$ cat src/bpru_pkg.sv
// Shared types and constants of the BMP pixel row unpacker.
package bpru_pkg;

   localparam int unsigned CFG_W              = 13;
   localparam int unsigned COORD_W            = 12;
   localparam int unsigned DEFAULT_MAX_WIDTH  = 4096;
   localparam int unsigned DEFAULT_MAX_HEIGHT = 4096;
   localparam int unsigned DEFAULT_QUEUE_DEPTH = 4;

   localparam logic [2:0] MODE_GRAY = 3'd0;
   localparam logic [2:0] MODE_332  = 3'd1;
   localparam logic [2:0] MODE_1555 = 3'd2;
   localparam logic [2:0] MODE_BGR  = 3'd3;
   localparam logic [2:0] MODE_BGRA = 3'd4;

   localparam logic [1:0] REG_IMAGE_WIDTH  = 2'd0;
   localparam logic [1:0] REG_IMAGE_HEIGHT = 2'd1;
   localparam logic [1:0] REG_PIXEL_MODE   = 2'd2;

   // One decoded word: a full color pixel, or a 1 bpp byte holding up to eight pixels.
   typedef struct packed {
      logic                 is_gray;
      logic [2:0]           count_m1;
      logic [COORD_W-1:0]   x;
      logic [COORD_W-1:0]   y;
      logic [7:0]           blue;
      logic [7:0]           green;
      logic [7:0]           red;
      logic [7:0]           alpha;
      logic                 last_img;
   } entry_type;

endpackage

$ cat src/bmp_pixel_row_unpacker_top.sv
// BMP pixel row unpacker: takes the bytes of a bottom-up pixel array, one
// byte per word, and sends out one pixel per word with its column and row,
// starting at row height-1. Row padding to four bytes is consumed silently.
// A byte is accepted every cycle while the four-entry queue between the
// decode front and the pixel back end has room. In 8, 16, 24 and 32 bpp
// modes a byte gives at most one pixel, so the block sustains one byte per
// cycle. In 1 bpp mode a byte gives up to eight pixels, issued one per cycle
// by the back end through the single result register while the output is
// taken; bytes back up there. A configuration write restarts the image at row
// height-1 and drops any partly gathered pixel; write only while idle.
module bmp_pixel_row_unpacker_top #(
   parameter int unsigned MAX_WIDTH   = bpru_pkg::DEFAULT_MAX_WIDTH,
   parameter int unsigned MAX_HEIGHT  = bpru_pkg::DEFAULT_MAX_HEIGHT,
   parameter int unsigned QUEUE_DEPTH = bpru_pkg::DEFAULT_QUEUE_DEPTH
) (
   input  logic                       clock,
   input  logic                       reset,
   input  logic                       req_valid,
   output logic                       req_ready,
   input  logic [7:0]                 req_data_byte,
   output logic                       rsp_valid,
   input  logic                       rsp_ready,
   output logic [11:0]                rsp_pixel_x,
   output logic [11:0]                rsp_pixel_y,
   output logic [7:0]                 rsp_blue,
   output logic [7:0]                 rsp_green,
   output logic [7:0]                 rsp_red,
   output logic [7:0]                 rsp_alpha,
   output logic                       rsp_last_of_byte,
   output logic                       rsp_last_of_image,
   input  logic                       csr_valid,
   output logic                       csr_ready,
   input  logic [1:0]                 csr_index,
   input  logic [bpru_pkg::CFG_W-1:0] csr_data
);

   logic                q_push, q_ready, q_valid, q_pop;
   bpru_pkg::entry_type q_entry, q_head;

   bpru_front #(
      .MAX_WIDTH  (MAX_WIDTH),
      .MAX_HEIGHT (MAX_HEIGHT)
   ) u_front (
      .clock         (clock),
      .reset         (reset),
      .req_valid     (req_valid),
      .req_ready     (req_ready),
      .req_data_byte (req_data_byte),
      .csr_valid     (csr_valid),
      .csr_ready     (csr_ready),
      .csr_index     (csr_index),
      .csr_data      (csr_data),
      .q_ready       (q_ready),
      .q_push        (q_push),
      .q_entry       (q_entry)
   );

   bpru_queue #(
      .DEPTH (QUEUE_DEPTH)
   ) u_queue (
      .clock      (clock),
      .reset      (reset),
      .push       (q_push),
      .push_entry (q_entry),
      .push_ready (q_ready),
      .head_valid (q_valid),
      .head_entry (q_head),
      .pop        (q_pop)
   );

   bpru_back u_back (
      .clock             (clock),
      .reset             (reset),
      .q_valid           (q_valid),
      .q_head            (q_head),
      .q_pop             (q_pop),
      .rsp_valid         (rsp_valid),
      .rsp_ready         (rsp_ready),
      .rsp_pixel_x       (rsp_pixel_x),
      .rsp_pixel_y       (rsp_pixel_y),
      .rsp_blue          (rsp_blue),
      .rsp_green         (rsp_green),
      .rsp_red           (rsp_red),
      .rsp_alpha         (rsp_alpha),
      .rsp_last_of_byte  (rsp_last_of_byte),
      .rsp_last_of_image (rsp_last_of_image)
   );

endmodule

$ cat src/bpru_front.sv
// Front end: configuration, row bookkeeping, pixel assembly and color scaling.
module bpru_front #(
   parameter int unsigned MAX_WIDTH  = bpru_pkg::DEFAULT_MAX_WIDTH,
   parameter int unsigned MAX_HEIGHT = bpru_pkg::DEFAULT_MAX_HEIGHT
) (
   input  logic                          clock,
   input  logic                          reset,
   input  logic                          req_valid,
   output logic                          req_ready,
   input  logic [7:0]                    req_data_byte,
   input  logic                          csr_valid,
   output logic                          csr_ready,
   input  logic [1:0]                    csr_index,
   input  logic [bpru_pkg::CFG_W-1:0]    csr_data,
   input  logic                          q_ready,
   output logic                          q_push,
   output bpru_pkg::entry_type           q_entry
);

   localparam int unsigned CFG_MAX = (1 << bpru_pkg::CFG_W) - 1;
   localparam int unsigned WCAP = (MAX_WIDTH < CFG_MAX) ? MAX_WIDTH : CFG_MAX;
   localparam int unsigned HCAP = (MAX_HEIGHT < CFG_MAX) ? MAX_HEIGHT : CFG_MAX;

   // floor(v*255/7), floor(v*255/3), floor(v*255/31) by reciprocal multiply
   function automatic logic [7:0] scale3(input logic [2:0] v);
      logic [31:0] p;
      p = 32'(v) * 32'd255 * 32'd9363;
      return p[23:16];
   endfunction

   function automatic logic [7:0] scale2(input logic [1:0] v);
      logic [31:0] p;
      p = 32'(v) * 32'd255 * 32'd21846;
      return p[23:16];
   endfunction

   function automatic logic [7:0] scale5(input logic [4:0] v);
      logic [31:0] p;
      p = 32'(v) * 32'd255 * 32'd33826;
      return p[27:20];
   endfunction

   logic [12:0] width_ff, height_ff;
   logic [2:0]  mode_ff;
   logic [12:0] col_ff, col_in;
   logic [12:0] row_ff, row_in;
   logic [1:0]  bip_ff, bip_in;
   logic [23:0] part_ff, part_in;
   logic [14:0] rbc_ff, rbc_in;
   logic        start_ff, start_in;

   logic [12:0] w_eff, h_eff, h_last, row_cur, rem;
   logic [2:0]  mode_eff;
   logic [1:0]  need_m1;
   logic [15:0] stride;
   logic        accept, restart, in_row, row_end, pix_done, ends, produce;
   logic [2:0]  n_m1;
   logic [23:0] part_new;
   logic [7:0]  d;
   bpru_pkg::entry_type entry;

   assign csr_ready = 1'b1;
   assign req_ready = q_ready;
   assign accept    = req_valid && req_ready;
   assign restart   = csr_valid && (csr_index == bpru_pkg::REG_IMAGE_WIDTH ||
                      csr_index == bpru_pkg::REG_IMAGE_HEIGHT ||
                      csr_index == bpru_pkg::REG_PIXEL_MODE);
   assign d         = req_data_byte;

   always_comb begin
      if (width_ff == 13'd0) begin
         w_eff = 13'd1;
      end else if (width_ff > 13'(WCAP)) begin
         w_eff = 13'(WCAP);
      end else begin
         w_eff = width_ff;
      end
      if (height_ff == 13'd0) begin
         h_eff = 13'd1;
      end else if (height_ff > 13'(HCAP)) begin
         h_eff = 13'(HCAP);
      end else begin
         h_eff = height_ff;
      end
      h_last   = h_eff - 13'd1;
      mode_eff = (mode_ff > bpru_pkg::MODE_BGRA) ? bpru_pkg::MODE_BGR : mode_ff;
   end

   // row stride in bytes, padded to 4
   always_comb begin
      unique case (mode_eff)
         bpru_pkg::MODE_GRAY: begin
            stride  = ((16'(w_eff) + 16'd31) >> 5) << 2;
            need_m1 = 2'd0;
         end
         bpru_pkg::MODE_332: begin
            stride  = ((16'(w_eff) + 16'd3) >> 2) << 2;
            need_m1 = 2'd0;
         end
         bpru_pkg::MODE_1555: begin
            stride  = ((16'(w_eff) + 16'd1) >> 1) << 2;
            need_m1 = 2'd1;
         end
         bpru_pkg::MODE_BGRA: begin
            stride  = 16'(w_eff) << 2;
            need_m1 = 2'd3;
         end
         default: begin
            stride  = (((16'(w_eff) << 1) + 16'(w_eff) + 16'd3) >> 2) << 2;
            need_m1 = 2'd2;
         end
      endcase
   end

   always_comb begin
      row_cur  = start_ff ? h_last : row_ff;
      in_row   = col_ff < w_eff;
      rem      = w_eff - col_ff;
      if (rem >= 13'd8) begin
         n_m1 = 3'd7;
         ends = (rem == 13'd8);
      end else begin
         n_m1 = rem[2:0] - 3'd1;
         ends = 1'b1;
      end
      part_new = part_ff | (24'(d) << {bip_ff, 3'b000});
      pix_done = bip_ff >= need_m1;
      row_end  = (16'(rbc_ff) + 16'd1) >= stride;

      entry          = '0;
      entry.x        = col_ff[11:0];
      entry.y        = row_cur[11:0];
      entry.alpha    = 8'hFF;
      entry.last_img = (row_cur == 13'd0) && (col_ff == w_eff - 13'd1);
      unique case (mode_eff)
         bpru_pkg::MODE_GRAY: begin
            entry.is_gray  = 1'b1;
            entry.count_m1 = n_m1;
            entry.blue     = d;
            entry.last_img = (row_cur == 13'd0) && ends;
         end
         bpru_pkg::MODE_332: begin
            entry.blue  = scale2(d[1:0]);
            entry.green = scale3(d[4:2]);
            entry.red   = scale3(d[7:5]);
         end
         bpru_pkg::MODE_1555: begin
            entry.blue  = scale5(part_new[4:0]);
            entry.green = scale5(part_new[9:5]);
            entry.red   = scale5(part_new[14:10]);
            entry.alpha = part_new[15] ? 8'hFF : 8'h00;
         end
         bpru_pkg::MODE_BGRA: begin
            entry.blue  = part_new[7:0];
            entry.green = part_new[15:8];
            entry.red   = part_new[23:16];
            entry.alpha = d;
         end
         default: begin
            entry.blue  = part_new[7:0];
            entry.green = part_new[15:8];
            entry.red   = part_new[23:16];
         end
      endcase
      produce = in_row && ((mode_eff == bpru_pkg::MODE_GRAY) || pix_done);
   end

   assign q_push  = accept && produce;
   assign q_entry = entry;

   always_comb begin
      col_in   = col_ff;
      row_in   = row_ff;
      bip_in   = bip_ff;
      part_in  = part_ff;
      rbc_in   = rbc_ff;
      start_in = start_ff;
      if (restart) begin
         col_in   = '0;
         bip_in   = '0;
         part_in  = '0;
         rbc_in   = '0;
         start_in = 1'b1;
      end else if (accept) begin
         if (in_row) begin
            if (mode_eff == bpru_pkg::MODE_GRAY) begin
               col_in = col_ff + 13'(n_m1) + 13'd1;
            end else if (pix_done) begin
               col_in  = col_ff + 13'd1;
               bip_in  = '0;
               part_in = '0;
            end else begin
               bip_in  = bip_ff + 2'd1;
               part_in = part_new;
            end
         end
         start_in = 1'b0;
         if (row_end) begin
            rbc_in  = '0;
            col_in  = '0;
            bip_in  = '0;
            part_in = '0;
            row_in  = (row_cur == 13'd0) ? h_last : row_cur - 13'd1;
         end else begin
            rbc_in = rbc_ff + 15'd1;
            row_in = row_cur;
         end
      end
   end

   always_ff @(posedge clock) begin
      if (reset) begin
         width_ff  <= 13'd1;
         height_ff <= 13'd1;
         mode_ff   <= bpru_pkg::MODE_BGR;
         col_ff    <= '0;
         bip_ff    <= '0;
         part_ff   <= '0;
         rbc_ff    <= '0;
         start_ff  <= 1'b1;
      end else begin
         if (csr_valid) begin
            unique case (csr_index)
               bpru_pkg::REG_IMAGE_WIDTH:  width_ff  <= csr_data;
               bpru_pkg::REG_IMAGE_HEIGHT: height_ff <= csr_data;
               bpru_pkg::REG_PIXEL_MODE:   mode_ff   <= csr_data[2:0];
               default: ;
            endcase
         end
         col_ff   <= col_in;
         bip_ff   <= bip_in;
         part_ff  <= part_in;
         rbc_ff   <= rbc_in;
         start_ff <= start_in;
      end
   end

   always_ff @(posedge clock) begin
      row_ff <= row_in;
   end

endmodule

$ cat src/bpru_queue.sv
// Short word queue between the decode front and the pixel back end.
module bpru_queue #(
   parameter int unsigned DEPTH = bpru_pkg::DEFAULT_QUEUE_DEPTH
) (
   input  logic                clock,
   input  logic                reset,
   input  logic                push,
   input  bpru_pkg::entry_type push_entry,
   output logic                push_ready,
   output logic                head_valid,
   output bpru_pkg::entry_type head_entry,
   input  logic                pop
);

   localparam int unsigned PW = (DEPTH > 1) ? $clog2(DEPTH) : 1;
   localparam int unsigned CW = $clog2(DEPTH + 1);

   bpru_pkg::entry_type mem_ff [DEPTH];
   logic [PW-1:0] wr_ptr_ff, wr_ptr_in, rd_ptr_ff, rd_ptr_in;
   logic [CW-1:0] count_ff, count_in;
   logic          do_push, do_pop;

   assign push_ready = count_ff != CW'(DEPTH);
   assign head_valid = count_ff != '0;
   assign head_entry = mem_ff[rd_ptr_ff];
   assign do_push    = push && push_ready;
   assign do_pop     = pop && head_valid;

   always_comb begin
      wr_ptr_in = wr_ptr_ff;
      rd_ptr_in = rd_ptr_ff;
      count_in  = count_ff;
      if (do_push) begin
         wr_ptr_in = (wr_ptr_ff == PW'(DEPTH - 1)) ? '0 : wr_ptr_ff + PW'(1);
      end
      if (do_pop) begin
         rd_ptr_in = (rd_ptr_ff == PW'(DEPTH - 1)) ? '0 : rd_ptr_ff + PW'(1);
      end
      if (do_push && !do_pop) begin
         count_in = count_ff + CW'(1);
      end else if (do_pop && !do_push) begin
         count_in = count_ff - CW'(1);
      end
   end

   always_ff @(posedge clock) begin
      if (reset) begin
         wr_ptr_ff <= '0;
         rd_ptr_ff <= '0;
         count_ff  <= '0;
      end else begin
         wr_ptr_ff <= wr_ptr_in;
         rd_ptr_ff <= rd_ptr_in;
         count_ff  <= count_in;
      end
   end

   always_ff @(posedge clock) begin
      if (do_push) begin
         mem_ff[wr_ptr_ff] <= push_entry;
      end
   end

endmodule

$ cat src/bpru_back.sv
// Back end: expands queued words into pixels and holds the output register.
module bpru_back (
   input  logic                clock,
   input  logic                reset,
   input  logic                q_valid,
   input  bpru_pkg::entry_type q_head,
   output logic                q_pop,
   output logic                rsp_valid,
   input  logic                rsp_ready,
   output logic [11:0]         rsp_pixel_x,
   output logic [11:0]         rsp_pixel_y,
   output logic [7:0]          rsp_blue,
   output logic [7:0]          rsp_green,
   output logic [7:0]          rsp_red,
   output logic [7:0]          rsp_alpha,
   output logic                rsp_last_of_byte,
   output logic                rsp_last_of_image
);

   logic [2:0]  k_ff, k_in;
   logic        valid_ff, valid_in;
   logic [11:0] x_ff, y_ff;
   logic [7:0]  blue_ff, green_ff, red_ff, alpha_ff;
   logic        lob_ff, loi_ff;
   logic        load, last_k;
   logic [7:0]  gray;

   assign load   = q_valid && (!valid_ff || rsp_ready);
   assign last_k = k_ff == q_head.count_m1;
   assign q_pop  = load && last_k;
   assign gray   = q_head.blue[3'd7 - k_ff] ? 8'hFF : 8'h00;

   always_comb begin
      k_in = k_ff;
      if (load) begin
         k_in = last_k ? 3'd0 : k_ff + 3'd1;
      end
      if (load) begin
         valid_in = 1'b1;
      end else if (rsp_ready) begin
         valid_in = 1'b0;
      end else begin
         valid_in = valid_ff;
      end
   end

   always_ff @(posedge clock) begin
      if (reset) begin
         k_ff     <= '0;
         valid_ff <= 1'b0;
      end else begin
         k_ff     <= k_in;
         valid_ff <= valid_in;
      end
   end

   always_ff @(posedge clock) begin
      if (load) begin
         x_ff   <= q_head.x + 12'(k_ff);
         y_ff   <= q_head.y;
         lob_ff <= last_k;
         loi_ff <= last_k && q_head.last_img;
         if (q_head.is_gray) begin
            blue_ff  <= gray;
            green_ff <= gray;
            red_ff   <= gray;
            alpha_ff <= 8'hFF;
         end else begin
            blue_ff  <= q_head.blue;
            green_ff <= q_head.green;
            red_ff   <= q_head.red;
            alpha_ff <= q_head.alpha;
         end
      end
   end

   assign rsp_valid         = valid_ff;
   assign rsp_pixel_x       = x_ff;
   assign rsp_pixel_y       = y_ff;
   assign rsp_blue          = blue_ff;
   assign rsp_green         = green_ff;
   assign rsp_red           = red_ff;
   assign rsp_alpha         = alpha_ff;
   assign rsp_last_of_byte  = lob_ff;
   assign rsp_last_of_image = loi_ff;

endmodule

$ cat config.mk
export PLATFORM = sky130hd
export DESIGN_NAME = bmp_pixel_row_unpacker_top
export DESIGN_NICKNAME = d
export VERILOG_FILES = /design/src/bpru_pkg.sv /design/src/bmp_pixel_row_unpacker_top.sv /design/src/bpru_front.sv /design/src/bpru_queue.sv /design/src/bpru_back.sv
export SDC_FILE = /design/constraint.sdc
export NUM_CORES = 1
export LEC_CHECK = 0
export ABC_AREA = 0
export BUFFER_PORTS_ARGS = -buffer_cell sky130_fd_sc_hd__clkbuf_2
export CAP_MARGIN = 20
export CORE_MARGIN = 1
export CORE_UTILIZATION = 44
export DETAILED_ROUTE_END_ITERATION = 8
export HOLD_SLACK_MARGIN = 0.02
export SLEW_MARGIN = 20
export SYNTH_ARGS = -nofsm -noshare
export SYNTH_HDL_FRONTEND = slang
export SYNTH_SLANG_ARGS = --single-unit
$ cat constraint.sdc
create_clock -name clock -period 11.2 [get_ports clock]
set_input_delay 3.36 -clock clock [delete_from_list [all_inputs] [get_ports clock]]
set_output_delay 3.36 -clock clock [all_outputs]
set_load 0.01 [all_outputs]
==> results of run 1 <==
[flip-flops by register name, summed over array words and instances, names as in the netlist, 8 cells and up, named ones only]
name                cells
u_front.col_ff         13
u_queue.mem_ff        244
u_back.rsp_pixel_y     12
u_back.rsp_blue         8
u_front.row_ff         13
u_front.part_ff        24
u_back.rsp_alpha        8
u_back.rsp_red          8
u_front.width_ff       13
u_back.rsp_green        8
u_front.height_ff      13
u_back.rsp_pixel_x     12
u_front.rbc_ff         15
[tightest hold or removal path, stage by stage (launching register included)]
cell and delay, ns:
sky130_fd_sc_hd__dfxtp_1 0.31, sky130_fd_sc_hd__nand2_1 0.05, sky130_fd_sc_hd__a21oi_1 0.05
[path summary, 6_finish.rpt]
kind | from | to | slack, ns | cells past startpoint
max | req_data_byte[4] | u_queue.mem_ff[1][31] | 0.65 | 31
min | u_front.part_ff[8] | u_front.part_ff[8] | 0.45 | 2
max reg2reg | u_front.bip_ff[0] | u_queue.mem_ff[3][16] | 2.06 | 29
min reg2reg | u_front.part_ff[8] | u_front.part_ff[8] | 0.45 | 2
[routing by layer]
metal	vias up	track usage	part of all wire	routed length (um)
met2	528	0.356	0.46	36900
met4	2	0.0501	0.018	1400
met5	-	0	0.00011	9
met3	82	0.0267	0.050	4010
met1	11365	0.303	0.47	37100
li1	11171	-	-	-
[kinds of logic after synthesis]
| family | Yosys count |
|---|---|
| AO/OA/AOI/OAI | 635 |
| adder cells (fa/ha/maj) | 580 |
| AND/OR/NAND/NOR | 724 |
| flip-flops | 412 |
| buffers and inverters | 437 |
| multiplexers | 82 |
| XOR/XNOR | 192 |
| other | 1 |
[power by group through the flow]
stage / Clock [mW] / Sequential [mW] / Combinational, mW
5_1_grt: 1.49 / 1.80 / 8.56
4_1_cts: 1.43 / 1.80 / 7.44
2_1_floorplan: 0 / 1.83 / 5.48
3_3_place_gp: 0 / 1.83 / 7.14
6_report: 1.40 / 1.79 / 7.38
3_5_place_dp: 0 / 1.83 / 7.33
[cell type report]
cell class / count / area (um2)
clock buffer: 60 / 1210
clock inverter: 21 / 168
fill: 6534 / 36700
inverter: 329 / 1230
multi-input combinational: 2214 / 19000
sequential: 412 / 11400
tap: 950 / 1190
timing repair buffer: 140 / 833
[layout by cell type (no fill, tap or decap), types with 10 or more instances in the layout]
cell	n
sky130_fd_sc_hd__edfxtp_1	315
sky130_fd_sc_hd__nor3_1	36
sky130_fd_sc_hd__nand2_1	208
sky130_fd_sc_hd__mux2i_1	11
sky130_fd_sc_hd__o21ai_0	143
sky130_fd_sc_hd__or3_1	18
sky130_fd_sc_hd__nand4_1	29
sky130_fd_sc_hd__nor2_1	172
sky130_fd_sc_hd__and3_1	26
sky130_fd_sc_hd__nand3b_1	14
sky130_fd_sc_hd__clkbuf_1	12
sky130_fd_sc_hd__a31oi_1	20
sky130_fd_sc_hd__clkbuf_16	45
sky130_fd_sc_hd__o31ai_1	12
sky130_fd_sc_hd__xor2_1	53
sky130_fd_sc_hd__a21o_1	51
sky130_fd_sc_hd__fa_1	99
sky130_fd_sc_hd__and2_1	14
sky130_fd_sc_hd__nand2b_1	25
sky130_fd_sc_hd__o22ai_1	19
sky130_fd_sc_hd__o21bai_1	18
sky130_fd_sc_hd__o21a_1	16
sky130_fd_sc_hd__mux4_2	63
sky130_fd_sc_hd__nor2b_1	36
sky130_fd_sc_hd__a211oi_1	11
sky130_fd_sc_hd__o221ai_1	12
sky130_fd_sc_hd__xnor2_1	139
sky130_fd_sc_hd__buf_4	53
sky130_fd_sc_hd__o211ai_1	16
sky130_fd_sc_hd__clkbuf_2	87
sky130_fd_sc_hd__inv_1	327
sky130_fd_sc_hd__dfxtp_1	95
sky130_fd_sc_hd__ha_1	481
sky130_fd_sc_hd__or2_2	22
sky130_fd_sc_hd__clkinv_2	10
sky130_fd_sc_hd__nand3_1	59
sky130_fd_sc_hd__nor4_1	19
sky130_fd_sc_hd__a21oi_1	201
[timing repair]
action | 4_1_cts | 5_1_grt
hold endpoints to repair | 0 | 0
gates resized for setup | 0 | 1
endpoints found under the setup margin | 0 | 4
[through the flow]
step           worst slack (ns)  hold slack, ns  setup TNS [ns]  utilization  power (mW)
2_1_floorplan             0.820           0.432               0            -        7.31
3_3_place_gp              0.185           0.439               0        0.469        8.97
5_1_grt                  0.0773           0.473               0        0.488        11.8
6_report                  0.646           0.450               0        0.488        10.6
3_5_place_dp            -0.0226           0.444         -0.0904        0.469        9.16
4_1_cts                   0.563           0.451               0        0.488        10.7
==> metrics.md, run 1 <==
| Metric | Value |
|---|---|
| Total cell area at the placement stage | ~0.034 mm2 |
| Hold buffer count at cts | 0 |
| Slowest CP cell | sky130_fd_sc_hd__fa_1 |
| Sinks on Clock Net | 412 |
| Post-Synthesis Cell Area | 0.0320 mm2 |
| Dominant synthesized flop cell | sky130_fd_sc_hd__edfxtp_1 |
| Number of enable flip-flop cells after synthesis | between 300 and 400 |
| Post-synthesis area per instance | 10.5 um2 |
| Period utilization | 0.942 |
| Endpoint arrival time on the critical path | 10.86 ns |
| Number of levels in the clock H-tree | 2 |
| # nets final | 3749 |
| Portion of synthesized cell area occupied by the leading cell type | 0.295 |
| Transition at the pin with the smallest max-transition slack | around 1.1 ns |
| Number of nets with antenna violations after detailed routing | 0 |
| Gr usage total | 0.216 |
| Status | finished clean |
| Hold Fails Final Rpt | 0 |
| Wire length of the first global-routing pass | 127 mm |
| Drt drc | 0 |
| Power spent charging and discharging nets | between 4 and 5 mW |
| Commonest cells in the synthesized netlist | 481 x sky130_fd_sc_hd__ha_1, 328 x sky130_fd_sc_hd__inv_1, 315 x sky130_fd_sc_hd__edfxtp_1 |
| Adder-Cell Fraction of Synth Area | 0.250 |
| TritonCTS clock tree | yes |
| Layout Cells excl Fill | 4126 |
| Share of total power in combinational logic | 0.698 |
| Clock network latency to the later pin of the worst-skew pair | a little under 0.6 ns |
| Synthesized-area fraction occupied by xor and xnor cells | 0.0525 |
| Critical path start-end classification | in2reg |
| Final clock skew | ~0.023 ns |
| Tmin final | 10.55 ns |
| WP data required | around 12 ns |
| Die span in y | 272 um |
| Fraction of the yosys area taken by sequential cells | 0.356 |
| Final setup violation count | 0 |
| Unrepaired setup endpoints after global routing | no |
| DP Cell Count | a little over 4000 |
| Number of buffers added by the clock tree synthesis step | 44 |
| Clock tree root buffer cell | sky130_fd_sc_hd__clkbuf_16 |
| Area of the core region | 0.0717 mm2 |
| # Max-Cap Violations | 0 |
| Class of the tightest hold or removal check | reg2reg |
| Post-CTS clock slew at the launch and capture registers of the worst setup and hold paths | 0.06 ns |
| P per Cell Area | 302 mW/mm2 |
| Startpoint kind of the worst setup timing path | input pin |
| Largest delay contributor family on the critical path | adder cells |
| Cell row count | a little under 100 |
| Part of the power in registers | 0.170 |
| Internal power component | 5.74 mW |
| Final RePlAce weighted congestion | 0.902 |
| Routed wire per std cell | 19.3 um |
| Post-synthesis register bit count | between 400 and 500 |
| Share of synthesized cell area in and, or, nand and nor gates | 0.112 |
| Pins Over Slew Limit | 0 |
| Drt via density | 5.61 |
| Largest voltage drop on the vdd net | ~0.00049 V |
| Async S/R FF share, synth | 0 |
| Iteration count of the initial detailed-routing pass | 5 |
| LEAKAGE | 15.0 nW |
| Number of port buffers | between 80 and 90 |
| Maximum number of pins on one net before global-route repair | 62 |
| Violation count after the first detailed-route iteration | 1523 |
| Nature of the critical path endpoint | flop |
| Final routed wirelength across all metal layers | about 79 mm |
| Critical path's most frequent cell | sky130_fd_sc_hd__ha_1 |
| Most common cell in the synthesized netlist | sky130_fd_sc_hd__ha_1 |
| Combinational family with the most area after synthesis | adder cells |
| Gr ovfl total | 0 |
| Final antenna diode count | 0 |
| Count of unique library cells instantiated by Yosys | 95 |
| Highest Clock Rate | around 0.095 GHz |
| Proportion of layout cells with a drive suffix above 1 | 0.106 |
| Slew Limit Headroom | 0.288 |
| Io pins | 89 |
| Number of global-route vias before repair | about 23000 |
| Cell taking the most area after synthesis | sky130_fd_sc_hd__edfxtp_1 |
| Detailed placement HPWL | 59.8 mm |
| Share of total power in the clock network | 0.132 |
| Chip Width | 272 um |
| Via count of the routed design | 23148 |
| Synth Net Count | 3671 |
| CP bufs+invs | 6 |
| Antenna violations before repair | 1 |
| Crit-path max FO | 4 |
| Largest buffer count on any clock path | 3 |
| Cells taking the most area after synthesis | sky130_fd_sc_hd__edfxtp_1 30%, sky130_fd_sc_hd__ha_1 19%, sky130_fd_sc_hd__fa_1 6.2%, sky130_fd_sc_hd__dfxtp_1 6.1%, sky130_fd_sc_hd__mux4_2 4.4% |
| Count of warnings emitted by yosys | 0 |
| Synthesized-area fraction occupied by ao, oa, aoi and oai cells | 0.127 |
| Delay of the slowest cell on the worst path | 0.52 ns |
| Share of total power consumed by net switching | 0.457 |
| Multiplexer area fraction after synthesis | 0.0510 |
| Finished layout cell area | about 0.035 mm2 |
| Die outline area | 0.0739 mm2 |
| Number of instances in the synthesized netlist | between 3000 and 4000 |
| Number of buffers added for setup after CTS | 0 |
| Synth-to-layout area growth | 9.29% |
| Initial Util | 0.447 |
Note: power is estimated with default switching activity, not from simulation.
==> inputs of run 2 (changes only) <==
==> constraint.sdc (replaced) <==
create_clock -name clock -period 11.2 [get_ports clock]
set_input_delay 1.68 -clock clock [delete_from_list [all_inputs] [get_ports clock]]
set_output_delay 1.68 -clock clock [all_outputs]
set_load 0.01 [all_outputs]
==> run 2 against run 1 <==
Effect of this change: register-to-register slack worse by 0.41 ns; critical path depth is the same; core utilization is 0.093 points lower; die area unchanged; via count is 0.56% higher; sequential power hardly changed; largest cell class unchanged; largest power group unchanged.
==> metrics.md, run 2 (synthesis gave the netlist of run 1 again) <==
| Metric | Value |
|---|---|
| HP Start | u_front.part_ff[4] |
| Post-CTS clock slew at the launch and capture registers of the worst setup and hold paths | 0.05 ns |
| Proportion of layout cells with a drive suffix above 1 | 0.0987 |
| Largest voltage drop on the vdd net | 0.000474 V |
| Final RePlAce weighted congestion | 0.901 |
| Largest delay contributor family on the critical path | adder cells |
| Hold buffer count at cts | 0 |
| Register with the most flip-flops | u_queue.mem_ff |
| Worst r2r src | u_front.bip_ff[0] |
| Final clock skew | 0.0538 ns |
| Biggest registers after layout | u_queue.mem_ff x244, u_front.part_ff x24, u_front.rbc_ff x15 |
| CP bufs+invs | 5 |
| Chip Width | around 270 um |
| Number of nets with antenna violations after detailed routing | 0 |
| Io pins | 89 |
| Design Power | 10.7 mW |
| Tmin final | about 9.5 ns |
| Number of levels in the clock H-tree | 2 |
| Endpoint arrival time on the critical path | between 9 and 10 ns |
| Slew Limit Headroom | 0.266 |
| Largest buffer count on any clock path | 3 |
| Sinks on Clock Net | 412 |
| Largest register FFs | between 200 and 250 |
| Class of the tightest hold or removal check | reg2reg |
| Crit-path max FO | 9 |
| Commonest non-fill, non-tap cell in the layout | sky130_fd_sc_hd__ha_1 |
| Number of port buffers | 87 |
| Cell row count | 98 |
| Iteration count of the initial detailed-routing pass | 8 |
| Final antenna diode count | 0 |
| Antenna violations before repair | 1 |
| Total negative setup slack | 0 ns |
| Clock tree root buffer cell | sky130_fd_sc_hd__clkbuf_16 |
| Reg-to-reg slack, setup | ~1.7 ns |
| Number of buffers added for setup after CTS | 0 |
| Drt drc | 0 |
| Worst reg2reg endpoint | u_queue.mem_ff[2][24] |
| Detailed placement HPWL | 61.1 mm |
| TritonCTS clock tree | yes |
| Gr ovfl total | 0 |
| LEAKAGE | 15.0 nW |
| # nets final | 3726 |
| Maximum number of pins on one net before global-route repair | a little over 60 |
| Die span in y | between 200 and 300 um |
| # Max-Cap Violations | 0 |
| Wire length of the first global-routing pass | 130 mm |
| Unrepaired setup endpoints after global routing | no |
| Clock network latency to the later pin of the worst-skew pair | 0.60 ns |
| P per Cell Area | 307 mW/mm2 |
| Drt via density | 5.67 |
| Final routed wirelength across all metal layers | 81.6 mm |
| Die outline area | around 0.074 mm2 |
| Gr usage total | 0.221 |
| Count of cells resized by post-cts repair | 0 |
| Endpoint, Worst Hold | u_front.part_ff[4] |
| WP data required | 11.44 ns |
| R2R depth | 31 |
| Number of cells on the worst hold path | 2 |
| Period utilization | 0.852 |
| Initial Util | 0.447 |
| Critical path start-end classification | reg2reg |
| Crit path launch | u_front.bip_ff[0] |
| Pins Over Slew Limit | 0 |
| Slowest CP cell | sky130_fd_sc_hd__nor2_1 |
| Number of global-route vias before repair | 23318 |
| Leading cell types in the layout, fill and taps excluded | 481 x sky130_fd_sc_hd__ha_1, 327 x sky130_fd_sc_hd__inv_1, 315 x sky130_fd_sc_hd__edfxtp_1 |
| Final setup violation count | 0 |
| Status | finished clean |
| Delay of the slowest cell on the worst path | 0.83 ns |
| Transition at the pin with the smallest max-transition slack | around 1.1 ns |
| Hold Fails Final Rpt | 0 |
| Highest Clock Rate | 0.105 GHz |
| Startpoint kind of the worst setup timing path | flop |
| Nature of the critical path endpoint | flop |
| Routed wire per std cell | 19.9 um |
| Violation count after the first detailed-route iteration | approximately 1800 |
| Number of buffers added by the clock tree synthesis step | 44 |
| Synth-to-layout area growth | 9.08% |
| Area of the core region | 0.0717 mm2 |
| Via count of the routed design | 23278 |
[run 2: worst max path at each step]
stage,endpoint,slack (ns),cells past startpoint
2_1_floorplan,u_queue.mem_ff[0][31],2.50,31
5_1_grt,u_queue.mem_ff[3][15],1.25,29
6_report,u_queue.mem_ff[2][24],1.65,31
4_1_cts,u_queue.mem_ff[3][24],1.83,32
3_5_place_dp,u_queue.mem_ff[2][31],1.43,31
3_3_place_gp,u_queue.mem_ff[0][31],1.63,31
[run 2: report_power, final]
part / switching, mW / total (mW) / leakage, nW / internal [mW]
Combinational: 4.25 / 7.43 / 10.6 / 3.18
Sequential: 0.0327 / 1.80 / 3.62 / 1.76
Clock: 0.617 / 1.51 / 0.734 / 0.889
Total: 4.90 / 10.7 / 15.0 / 5.83
[run 2: stage by stage]
stage	utilization	setup slack (ns)	std cells	cell area, um2	hold WS (ns)
2_1_floorplan	-	2.50	3063	32000	0.432
3_3_place_gp	0.466	1.63	4022	33500	0.439
3_5_place_dp	0.466	1.43	4022	33500	0.448
4_1_cts	0.487	1.83	4102	35000	0.456
5_1_grt	0.487	1.25	4102	35000	0.471
6_report	0.487	1.65	4102	35000	0.455
[run 2: metal layers]
metal  vias to the layer above  global-route usage  wire length, um
met2                       686               0.352            36600
li1                      11124                   -                -
met4                         2              0.0547             1770
met1                     11348               0.317            38500
met3                       118              0.0304             4650
met5                         -                   0               13
[run 2: final cells by class]
type	instances	area [um2]
clock buffer	55	1170
clock inverter	25	327
fill	6570	36800
inverter	329	1230
multi-input combinational	2214	19000
sequential	412	11400
tap	950	1190
timing repair buffer	117	661
[run 2: tightest hold or removal path, cell delays in order (launching register included)]
cell	delay, ns
sky130_fd_sc_hd__dfxtp_1	0.31
sky130_fd_sc_hd__nand2_1	0.05
sky130_fd_sc_hd__a21oi_1	0.05
